File: config.mk
export PLATFORM = sky130hd
export DESIGN_NAME = mfps_ram
export DESIGN_NICKNAME = d
export VERILOG_FILES = /design/src/hw/rtl/assert_macros.svh /design/src/hw/rtl/mfps_ram.sv
export SDC_FILE = /design/constraint.sdc
export NUM_CORES = 1
export LEC_CHECK = 0
export BUFFER_PORTS_ARGS = -buffer_cell sky130_fd_sc_hd__clkbuf_2
export CAP_MARGIN = 10
export CORE_UTILIZATION = 45
export CTS_CLUSTER_DIAMETER = 80
export DETAILED_ROUTE_END_ITERATION = 10
export SLEW_MARGIN = 5
export SYNTH_ARGS = -nofsm -noshare
export SYNTH_HDL_FRONTEND = slang
export SYNTH_SLANG_ARGS = --single-unit
File: constraint.sdc
create_clock -name clk_i -period 1.9 [get_ports clk_i]
set_input_delay 0.38 -clock clk_i [delete_from_list [all_inputs] [get_ports clk_i]]
set_output_delay 0.38 -clock clk_i [all_outputs]
set_load 0.01 [all_outputs]
File: src/hw/rtl/assert_macros.svh
// assertion macros for the rtl modules, included by the top level
`ifndef ASSERT_MACROS_SVH
`define ASSERT_MACROS_SVH

// same-cycle implication, sampled on clk_i, off during reset
`define ASSERT_IMPL(label, ante, cons) \
  label: assert property (@(posedge clk_i) disable iff (!rst_ni) (ante) |-> (cons)) \
    else $error("assertion failed: same-cycle implication");

// next-cycle implication, sampled on clk_i, off during reset
`define ASSERT_NEXT(label, ante, cons) \
  label: assert property (@(posedge clk_i) disable iff (!rst_ni) (ante) |=> (cons)) \
    else $error("assertion failed: next-cycle implication");

`endif

File: src/hw/rtl/mfps_ram.sv
// generic ram: one write port, two registered read ports, read-first
`timescale 1ns / 1ps
module mfps_ram #(
  parameter int WIDTH = 8,
  parameter int DEPTH = 16,
  parameter int AW    = (DEPTH > 1) ? $clog2(DEPTH) : 1
) (
  input  logic             clk_i,
  input  logic             rst_ni,
  input  logic             we_i,
  input  logic [AW-1:0]    waddr_i,
  input  logic [WIDTH-1:0] wdata_i,
  input  logic             re_i,
  input  logic [AW-1:0]    raddr_a_i,
  input  logic [AW-1:0]    raddr_b_i,
  output logic [WIDTH-1:0] rdata_a_o,
  output logic [WIDTH-1:0] rdata_b_o
);

  logic [WIDTH-1:0] mem_q [DEPTH];
  logic [WIDTH-1:0] rdata_a_q;
  logic [WIDTH-1:0] rdata_b_q;

  // storage write
  always_ff @(posedge clk_i) begin
    if (we_i) begin
      mem_q[waddr_i] <= wdata_i;
    end
  end

  // registered reads, old data on a same-edge write
  always_ff @(posedge clk_i or negedge rst_ni) begin
    if (!rst_ni) begin
      rdata_a_q <= '0;
      rdata_b_q <= '0;
    end else if (re_i) begin
      rdata_a_q <= mem_q[raddr_a_i];
      rdata_b_q <= mem_q[raddr_b_i];
    end
  end

  assign rdata_a_o = rdata_a_q;
  assign rdata_b_o = rdata_b_q;

endmodule

**Yosys cells after proc, flatten, opt, wreduce, memory -nomap -nowiden**

Memories as Yosys holds them, arrays and structs flattened. A register that Yosys moved wholly into a read port is not among the register bits.
Index checks and enable logic that the tools add are counted.

- Bits in registers: 0
- Memory bits (writable): 128
- Input port bits: 24
- Output and inout port bits: 16
- Memories kept: 1

Memories:

| name | depth | width | read ports | clocked after Yosys merged registers in | write ports | line | RTL |
|---|---|---|---|---|---|---|---|
| mem_q | 16 | 8 | 2 | 2 | 1 | mfps_ram.sv:20 | `logic [WIDTH-1:0] mem_q [DEPTH];` |

- Muxes and demuxes: 2
- Reduce and logical (&&, ||, !) cells: 2

Operator list:

| operator | count |
|---|---|
| $logic_not 1->1 | 2 |
| $mux 1 | 2 |

**Longest topological paths before layout**

Gate-level depths: netlist of the first run.

- Word-level depth: 2
- Depth in mapped cells: 6
- Depth with buffers taken out: 3

**Worst setup path after synthesis of the first run**

Ideal clock, no wire load.

- Path type: in2reg
- From: input port waddr_i[2]
- To: memory mem_q[0][0], enable pin
- Arrival time: 1415 ps
- Data required time: 1517 ps
- Slack: 102 ps
- Stages: 2
- Buffers on the path: 0
- Cell sequence: or3b_1 -> nor3_1

RTL lines:

| item | line | RTL |
|---|---|---|
| from (decl) | mfps_ram.sv:11 | `input logic [AW-1:0] waddr_i,` |
| to (decl) | mfps_ram.sv:20 |  |

Straight into the memory's write port.

**Worst setup path in the final report of the first run**

- From: register rdata_a_q[4] (netlist: rdata_a_o[4]) (read register of mem_q)
- To: output port rdata_a_o[4]

RTL lines:

| item | line | RTL |
|---|---|---|
| from (decl) | mfps_ram.sv:21 | `logic [WIDTH-1:0] rdata_a_q;` |
| to (decl) | mfps_ram.sv:16 | `output logic [WIDTH-1:0] rdata_a_o,` |

No word-level cell between the ends.

==> metrics.txt, run 1 <==
CP Data Arrival Time=990 ps; pin count of the biggest net entering global routing=25; Mapped Area=0.00662 mm2; PwrDens=999 mW/mm2; crit share post-route=72.0%; area delta synth->final=16.9%; layout cell share with drive strength beyond 1=37.7%; final setup fails=0; register bit count reported by yosys=144; maximum vdd drop=0.801 mV; fill cell count=1,097; global-route wire length before repair=24,200 um; DR pass1 iterations=6; hold path depth=1; maximum root-to-sink buffer count=2; vias in the first global route=3,754; Die Footprint=0.0152 mm2; WL final=16,500 um; Final GP Congestion=0.787; fin crit period=1370 ps; diode count=0; nets@finish=417; CTS Root Cell=clkbuf_16; slowest CP cell=dfrtp_1; MaxCap Viol Count=0; Detailed Place HPWL=10,300 um; leakage power=2.67 nW; Mapped Cells=329; wire per inst=28.1 um; warnings from Yosys=0; Slew Viols, Final=0; Synth Net Count=353; Reg clk slew, reported paths=60 ps; clk_lat worst skew=430 ps; CP startpoint kind=flop; GRT Util Overall=24.0%; FP Rows=43; Worst path max stage delay=420 ps; Routed Antenna Nets=0; total grt overflow=0; Post-Syn Area per Cell=20.1 um2; Die Ht=123 um; clk_skew=9.14 ps; CTS sink cnt=144; Req. time, crit path=1520 ps; Hold Crit Class=input port to flop; final hold violation count=0; H-tree Lvls=4; Vias=3,686; post-CTS resize count=0; sequential area share after synthesis=64.1%; Synth area leaders=edfxtp_1, mux4_2, dfrtp_1; r2r startpoint=mem_q[10][3]$_DFFE_PP_; Highest Clock Rate=731 MHz; DR iter-0 viols=581; area leader, netlist=edfxtp_1; CP Buf/Inv Count=1; Core Area=0.0141 mm2; post-synth top area share=58.1%; final hold slack=352 ps; Max-Slew Margin vs Limit=55.5%; Remaining DRCs=0; post-synth cell types=27; CTS Buf Count=17; DIE WIDTH=123 um; Crit Path Category=flop to output pin; # Post-CTS Setup Buffers=0; Via density=6.29; crit end category=output pin; initial antenna violation count=0; RSZ-0062 raised after global routing=false; family with the most delay on the worst path=flip-flops; Initial Util=47.0%; status=completed; r2r endpoint=rdata_b_o[3]$_DFFE_PN0P_; CTS tree=built; Cell Chain, Critical Path=clkbuf_2; HP Start=wdata_i[5]; Hold-fix buffers, CTS=1; port bufs=39; cells on worst reg2reg path=3; TNS Setup=0 ps; IO Pins=40; Worst-Margin Slew=667 ps; hold path endpoint=mem_q[0][5]$_DFFE_PP_; CP max FO=2; Worst R2R Setup Slack=540 ps
==> cell families after synthesis <==
logic type             count (synthesis)  synth area share, %
muxes                                 80                 25.0
buffers and inverters                 28                 3.99
AOI/OAI and AO/OA                     32                 3.72
and+or+nand+nor                       45                 3.14
DFF                                  144                 64.1
==> cell type report <==
class / count / area, um2 / area share (%)
sequential: 144 / 4240 / 54.8
multi-input combinational: 157 / 2110 / 27.3
timing repair buffer: 73 / 541 / 6.98
clock buffer: 18 / 429 / 5.54
tap: 180 / 225 / 2.91
clock inverter: 14 / 190 / 2.46
==> state kept, by name (all words and copies together), names as in the netlist <==
| name | count |
|---|---|
| rdata_a_o | 8 |
| rdata_b_o | 8 |
| mem_q | 128 |
==> metal layers <==
metal  vias to the layer above  global-route usage (%)  share of wire [%]  wire, um
li1                       1551                       -                  -         -
met1                      1915                    34.7                 43      7030
met2                       194                    34.8                 47      7720
met3                        26                    6.27                8.2      1350
met4                         0                    9.26                2.1       351
met5                         -                       0                  0         0
==> where the power goes <==
group          total [mW]  internal [mW]  switching (mW)
registers            3.61           3.56          0.0586
logic               0.646          0.308           0.338
clock network        3.47           2.19            1.28
==> metrics by stage <==
| step | cell area [um2] | setup WS, ps | power [mW] | std cells | util, % |
|---|---|---|---|---|---|
| after floorplan | 6620 | 102 | 4.08 | 329 | - |
| after global placement | 7110 | 174 | 4.32 | 553 | 50.5 |
| after detailed placement | 7110 | 164 | 4.32 | 553 | 50.5 |
| after CTS | 7740 | 525 | 7.78 | 586 | 54.9 |
| after global routing | 7740 | 483 | 7.98 | 586 | 54.9 |
| final | 7740 | 532 | 7.73 | 586 | 54.9 |
==> cell usage in the layout, fill, tap and decap left out, drive strengths merged, types with 5 or more instances in the layout <==
master,instances
buf,33
edfxtp,128
mux4,64
nor2,28
mux2i,16
a221oi,16
dfrtp,16
o22ai,16
clkinvlp,5
clkbuf,57
==> Yosys cell counts <==
library cell     instances
edfxtp_1               128
mux4_2                  49
nor2_1                  28
dfrtp_1                 16
mux2i_1                 16
o22ai_1                 16
a221oi_1                15
mux4_1                  15
buf_2                    9
buf_12                   4
buf_6                    4
nand2b_1                 4
nor3_1                   4
buf_8                    3
and2_1                   2
buf_4                    2
clkbuf_1                 2
nand3b_1                 2
or2_1                    2
a221oi_2                 1
buf_1                    1
clkbuf_2                 1
clkbuf_4                 1
clkdlybuf4s25_2          1
nand2_1                  1
nand3_1                  1
or3b_1                   1
==> worst max path at each step <==
stage	from	endpoint	slack (ps)	depth (start not counted)
floorplan	waddr_i[2]	mem_q[0][0]$_DFFE_PP_	100	2
global placement	raddr_b_i[0]	rdata_b_o[5]$_DFFE_PN0P_	170	5
detailed placement	raddr_a_i[1]	rdata_a_o[2]$_DFFE_PN0P_	160	5
CTS	rdata_a_o[4]$_DFFE_PN0P_	rdata_a_o[4]	520	1
global route	mem_q[11][0]$_DFFE_PP_	rdata_a_o[0]$_DFFE_PN0P_	480	3
finish	rdata_a_o[4]$_DFFE_PN0P_	rdata_a_o[4]	530	1
Power figures use the tool's default switching activity.
==> inputs of run 2 (changes only) <==
clock period = 1.35 ns   (was 1.9 ns; I/O delays follow)
==> run 2 against run 1 <==
Critical path depth grew 2; total power increased by 38%; wire length fell by 2.7%; combinational power is 55% higher; clock power grew 31%; non-clock buffer count grew 12.
==> metrics.txt, run 2 (synthesized netlist as in run 1, its figures left out) <==
MaxCap Viol Count=0 (unchanged); maximum root-to-sink buffer count=2 (unchanged); placed cell count=565 (+2.2%); most frequent cells in the layout=edfxtp_1, mux4_2, clkbuf_2; wire per inst=26.8 um (-4.5%); CP max FO=2 (unchanged); H-tree Lvls=4 (unchanged); Worst Setup Slack, final=7.84 ps (-524 ps); CP startpoint kind=flop; FP Rows=43 (unchanged); clk_skew=7.57 ps (-1.57 ps); Worst path max stage delay=480 ps (+60 ps); most common cell after layout, fill and taps aside=edfxtp_1; Max-Slew Margin vs Limit=58.0% (+2.5 points); PwrDens=1330 mW/mm2 (+33%); area delta synth->final=20.9%; Routed Antenna Nets=0 (unchanged); CTS tree=built; fin crit period=1340 ps; crit share post-route=99.4%; initial antenna violation count=0 (unchanged); Worst-Margin Slew=630 ps (-37.5 ps); CTS Buf Count=17 (unchanged); Initial Util=47.0% (unchanged); final setup fails=0 (unchanged); # Post-CTS Setup Buffers=0 (unchanged); crit end category=flop; Detailed Place HPWL=10,100 um (-2.1%); TNS Setup=0 ps (unchanged); vias in the first global route=3,794 (+1.1%); Slew Viols, Final=0 (unchanged); CP Buf/Inv Count=0 (-1); family with the most delay on the worst path=multiplexers; Remaining DRCs=0 (unchanged); IO Pins=40 (unchanged); DR pass1 iterations=4 (-2); DIE WIDTH=123 um (unchanged); Cell Chain, Critical Path=mux4_2 > mux2i_1 > a221oi_2; status=completed; DR iter-0 viols=438 (-25%); CP Data Arrival Time=1610 ps (+620 ps); RSZ-0062 raised after global routing=true; Final GP Congestion=0.792 (+0.72%); final core occ=56.8% (+1.9 points); leakage power=2.74 nW (+2.4%); pin count of the biggest net entering global routing=25 (unchanged); layout cell share with drive strength beyond 1=46.5% (+8.8 points); Top reg by flops=mem_q; CTS sink cnt=144 (unchanged); Reg clk slew, reported paths=60 ps (about the same); diode count=0 (unchanged); slowest CP cell=mux4_2; final hold violation count=0 (unchanged); global-route wire length before repair=23,500 um (-2.7%); Vias=3,708 (+0.60%); clk_lat worst skew=420 ps (about the same); Req. time, crit path=1620 ps (+100 ps); GRT Util Overall=23.1% (-0.90 points); Via density=6.21 (-1.3%); maximum vdd drop=0.926 mV (+16%); Die Footprint=0.0152 mm2 (unchanged); Die Ht=123 um (unchanged); nets@finish=429 (+2.9%); port bufs=39 (unchanged); CTS Root Cell=clkbuf_16; max reg flops=128 (unchanged); total power=10.6 mW (+38%); Crit Path Category=flop to flop; Highest Clock Rate=745 MHz; post-route insts no fill=597 (+1.9%); Core Area=0.0141 mm2 (unchanged); WL final=16,000 um (-2.7%); pre-CTS setup slack=-276 ps (-440 ps); total grt overflow=0 (unchanged); Hold Crit Class=input port to flop
-- run 2: cell types whose count changed in the layout (fill, tap and decap cells not counted), sizes merged --
cell	previous run	this run
buf	33	45
bufinv	4	2
clkbuf	57	58
clkinv	4	6
clkinvlp	5	3
-- run 2: worst min-delay path: stages --
cell and delay [ps]:
clkbuf_2 120, buf_4 170, a221oi_2 60
-- run 2: what timing repair did --
| action | CTS | global route |
|---|---|---|
| resized for setup | 0 | 12 |
| setup endpoints to repair | 0 | 13 |
| hold buffers | 1 | 0 |
| endpoints found under the hold margin | 16 | 0 |
-- run 2: power by group --
group	switching [mW]	internal (mW)	total, mW
registers	0.0828	5.00	5.09
clock network	1.79	2.76	4.55
logic	0.501	0.503	1.00
-- run 2: layout make-up --
type / instances / area (um2)
Timing Repair Buffer: 85 / 793
Sequential cell: 144 / 4240
Clock inverter: 12 / 136
Multi-Input combinational cell: 157 / 2160
Fill cell: 1078 / 6090
Clock buffer: 19 / 443
Tap cell: 180 / 225
-- run 2: final timing paths --
kind / slack [ps] / from / to / cells past startpoint
setup / recovery: 8 / mem_q[15][7]$_DFFE_PP_ / rdata_a_o[7]$_DFFE_PN0P_ / 3
hold / removal: 250 / re_i / rdata_b_o[4]$_DFFE_PN0P_ / 3
setup reg to reg: 8 / mem_q[15][7]$_DFFE_PP_ / rdata_a_o[7]$_DFFE_PN0P_ / 3
hold reg to reg: 550 / rdata_a_o[4]$_DFFE_PN0P_ / rdata_a_o[4]$_DFFE_PN0P_ / 2
max in group asynchronous: 660 / rst_ni / rdata_a_o[6]$_DFFE_PN0P_ / 2
min in group asynchronous: 340 / rst_ni / rdata_b_o[5]$_DFFE_PN0P_ / 2
-- run 2: stage by stage --
step / hold WS [ps] / instance area (um2)
final: 254 / 8000
after global routing: 270 / 8000
after CTS: 243 / 7930
after detailed placement: 262 / 7340
after global placement: 254 / 7340
after floorplan: -25.6 / 6630
-- run 2: routing by layer --
layer	track usage [%]	vias to the layer above	share of wire (%)	wire length [um]
met5	0	-	0	0
met4	11.9	0	3.4	537
met3	5.07	43	6.4	1020
met2	36.6	185	50	8070
met1	30.1	1921	40	6390
li1	-	1559	-	-
==> inputs of run 3 (changes only) <==
CORE_MARGIN = 2   (was not set)
SETUP_SLACK_MARGIN = 0.1   (was not set)
==> run 3 against run 2 <==
Largest cell class unchanged; clock skew is 3.7 ps lower; first-iteration DRC count shrank 13%; non-clock buffer count grew 16; register-to-register slack barely moved; sequential cell count unchanged.
==> metrics.txt, run 3 (synthesized netlist as in run 1, its figures left out) <==
status=completed; Hold Crit Class=input port to flop; CP max FO=2 (unchanged); Reg clk slew, reported paths=60 ps (about the same); vias in the first global route=3,964 (+4.5%); nets@finish=445 (+3.7%); layout cell share with drive strength beyond 1=50.5% (+3.9 points); initial antenna violation count=0 (unchanged); CP startpoint kind=flop; fin crit period=1330 ps (-8.73 ps); diode count=0 (unchanged); DR pass1 iterations=5 (+1); Worst-Margin Slew=621 ps (-9.14 ps); total grt overflow=0 (unchanged); GRT Util Overall=22.5% (-0.62 points); maximum root-to-sink buffer count=2 (unchanged); CTS Buf Count=17 (unchanged); Die Ht=125 um (+1.6%); Die Footprint=0.0157 mm2 (+3.3%); CTS sink cnt=144 (unchanged); slowest CP cell=mux4_2; Cell Chain, Critical Path=mux4_2 > o22ai_2 > a221oi_2; clk_skew=3.83 ps (-3.73 ps); Core Area=0.0145 mm2 (+2.7%); Routed Antenna Nets=0 (unchanged); Worst path max stage delay=530 ps (+50 ps); RSZ-0062 raised after global routing=true; DR iter-0 viols=380 (-13%); pre-CTS setup slack=-265 ps (+10.7 ps); maximum vdd drop=1.01 mV (+8.9%); Remaining DRCs=0 (unchanged); Worst Setup Slack, final=16.6 ps (+8.73 ps); crit share post-route=98.8% (-0.65 points); Slew Viols, Final=0 (unchanged); wire per inst=26.9 um (+0.18%); total power=10.7 mW (+0.72%); Max-Slew Margin vs Limit=58.6% (+0.61 points); most frequent cells in the layout=edfxtp_1, mux4_2, buf_4; WL final=16,600 um (+3.7%); Crit Path Category=flop to flop; area delta synth->final=23.2%; pin count of the biggest net entering global routing=19 (-24%); CP Data Arrival Time=1610 ps (about the same); FP Rows=44 (+2.3%); Final GP Congestion=0.798 (+0.67%); leakage power=2.81 nW (+2.6%); most common cell after layout, fill and taps aside=edfxtp_1; H-tree Lvls=4 (unchanged); final setup fails=0 (unchanged); CTS Root Cell=clkbuf_16; Initial Util=45.7% (-1.2 points); Vias=3,751 (+1.2%); clk_lat worst skew=420 ps (about the same); CTS tree=built; Via density=6.07 (-2.3%); Top reg by flops=mem_q; Detailed Place HPWL=11,100 um (+9.7%); DIE WIDTH=125 um (+1.6%); crit end category=flop; IO Pins=40 (unchanged); MaxCap Viol Count=0 (unchanged); Req. time, crit path=1630 ps (about the same); TNS Setup=0 ps (unchanged); cells on worst reg2reg path=3 (unchanged); final core occ=56.3% (-0.45 points); max reg flops=128 (unchanged); global-route wire length before repair=24,800 um (+5.3%); port bufs=39 (unchanged); PwrDens=1310 mW/mm2 (-1.2%); final hold violation count=0 (unchanged); Highest Clock Rate=750 MHz (+0.65%); hold path depth=1 (-2)
-- run 3: changes by cell type in the layout (fill, tap and decap cells not counted), moves of 3 or more --
cell	delta
buf_4	+18
clkinvlp_4	+3
nor2_1	-3
nor2_4	+3
o22ai_1	-3
-- run 3: timing repair --
| action | CTS | global route |
|---|---|---|
| pin swaps | 12 | 3 |
| endpoints found under the hold margin | 16 | 0 |
| hold buffers | 1 | 0 |
| endpoints found under the setup margin | 18 | 20 |
| resized for setup | 10 | 8 |
| setup buffers | 0 | 2 |
-- run 3: layout make-up --
type                    instances  area, um2
fillers                      1095       6320
multi-input cells             157       2210
repair buffers                101        888
clock buffers                  17        425
well taps                     184        230
clock inverters                15        159
flip-flops and latches        144       4240
-- run 3: power by group --
part / total (mW) / switching [mW] / internal (mW)
sequential: 5.08 / 0.0802 / 5.00
clock: 4.58 / 1.85 / 2.73
combinational: 1.06 / 0.528 / 0.533
-- run 3: worst max-delay path, delay by kind of cell (launching register included) --
family / cells / cell delay, ps
compound gates: 2 / 240
flops: 1 / 410
mux: 1 / 530
-- run 3: layer usage --
metal | GRT usage [%] | share of wire [%]
met1 | 30.5 | 41
met2 | 34.6 | 49
met3 | 7.10 | 8.2
met4 | 8.17 | 2.1
met5 | 0 | 0
-- run 3: worst paths after layout --
check | startpoint | end | slack [ps]
hold reg to reg | rdata_a_o[1]$_DFFE_PN0P_ | rdata_a_o[1]$_DFFE_PN0P_ | 550
hold / removal | wdata_i[3] | mem_q[9][3]$_DFFE_PP_ | 250
min in group asynchronous | rst_ni | rdata_a_o[0]$_DFFE_PN0P_ | 360
setup / recovery | mem_q[13][7]$_DFFE_PP_ | rdata_b_o[7]$_DFFE_PN0P_ | 20
setup reg to reg | mem_q[13][7]$_DFFE_PP_ | rdata_b_o[7]$_DFFE_PN0P_ | 20
max in group asynchronous | rst_ni | rdata_b_o[4]$_DFFE_PN0P_ | 630
-- run 3: through the flow --
step           hold slack, ps  cell area (um2)  std cells
2_1_floorplan           -25.6             6660        329
3_3_place_gp              276             7460        583
3_5_place_dp              296             7460        583
4_1_cts                   246             8110        616
5_1_grt                   268             8160        618
6_report                  253             8160        618
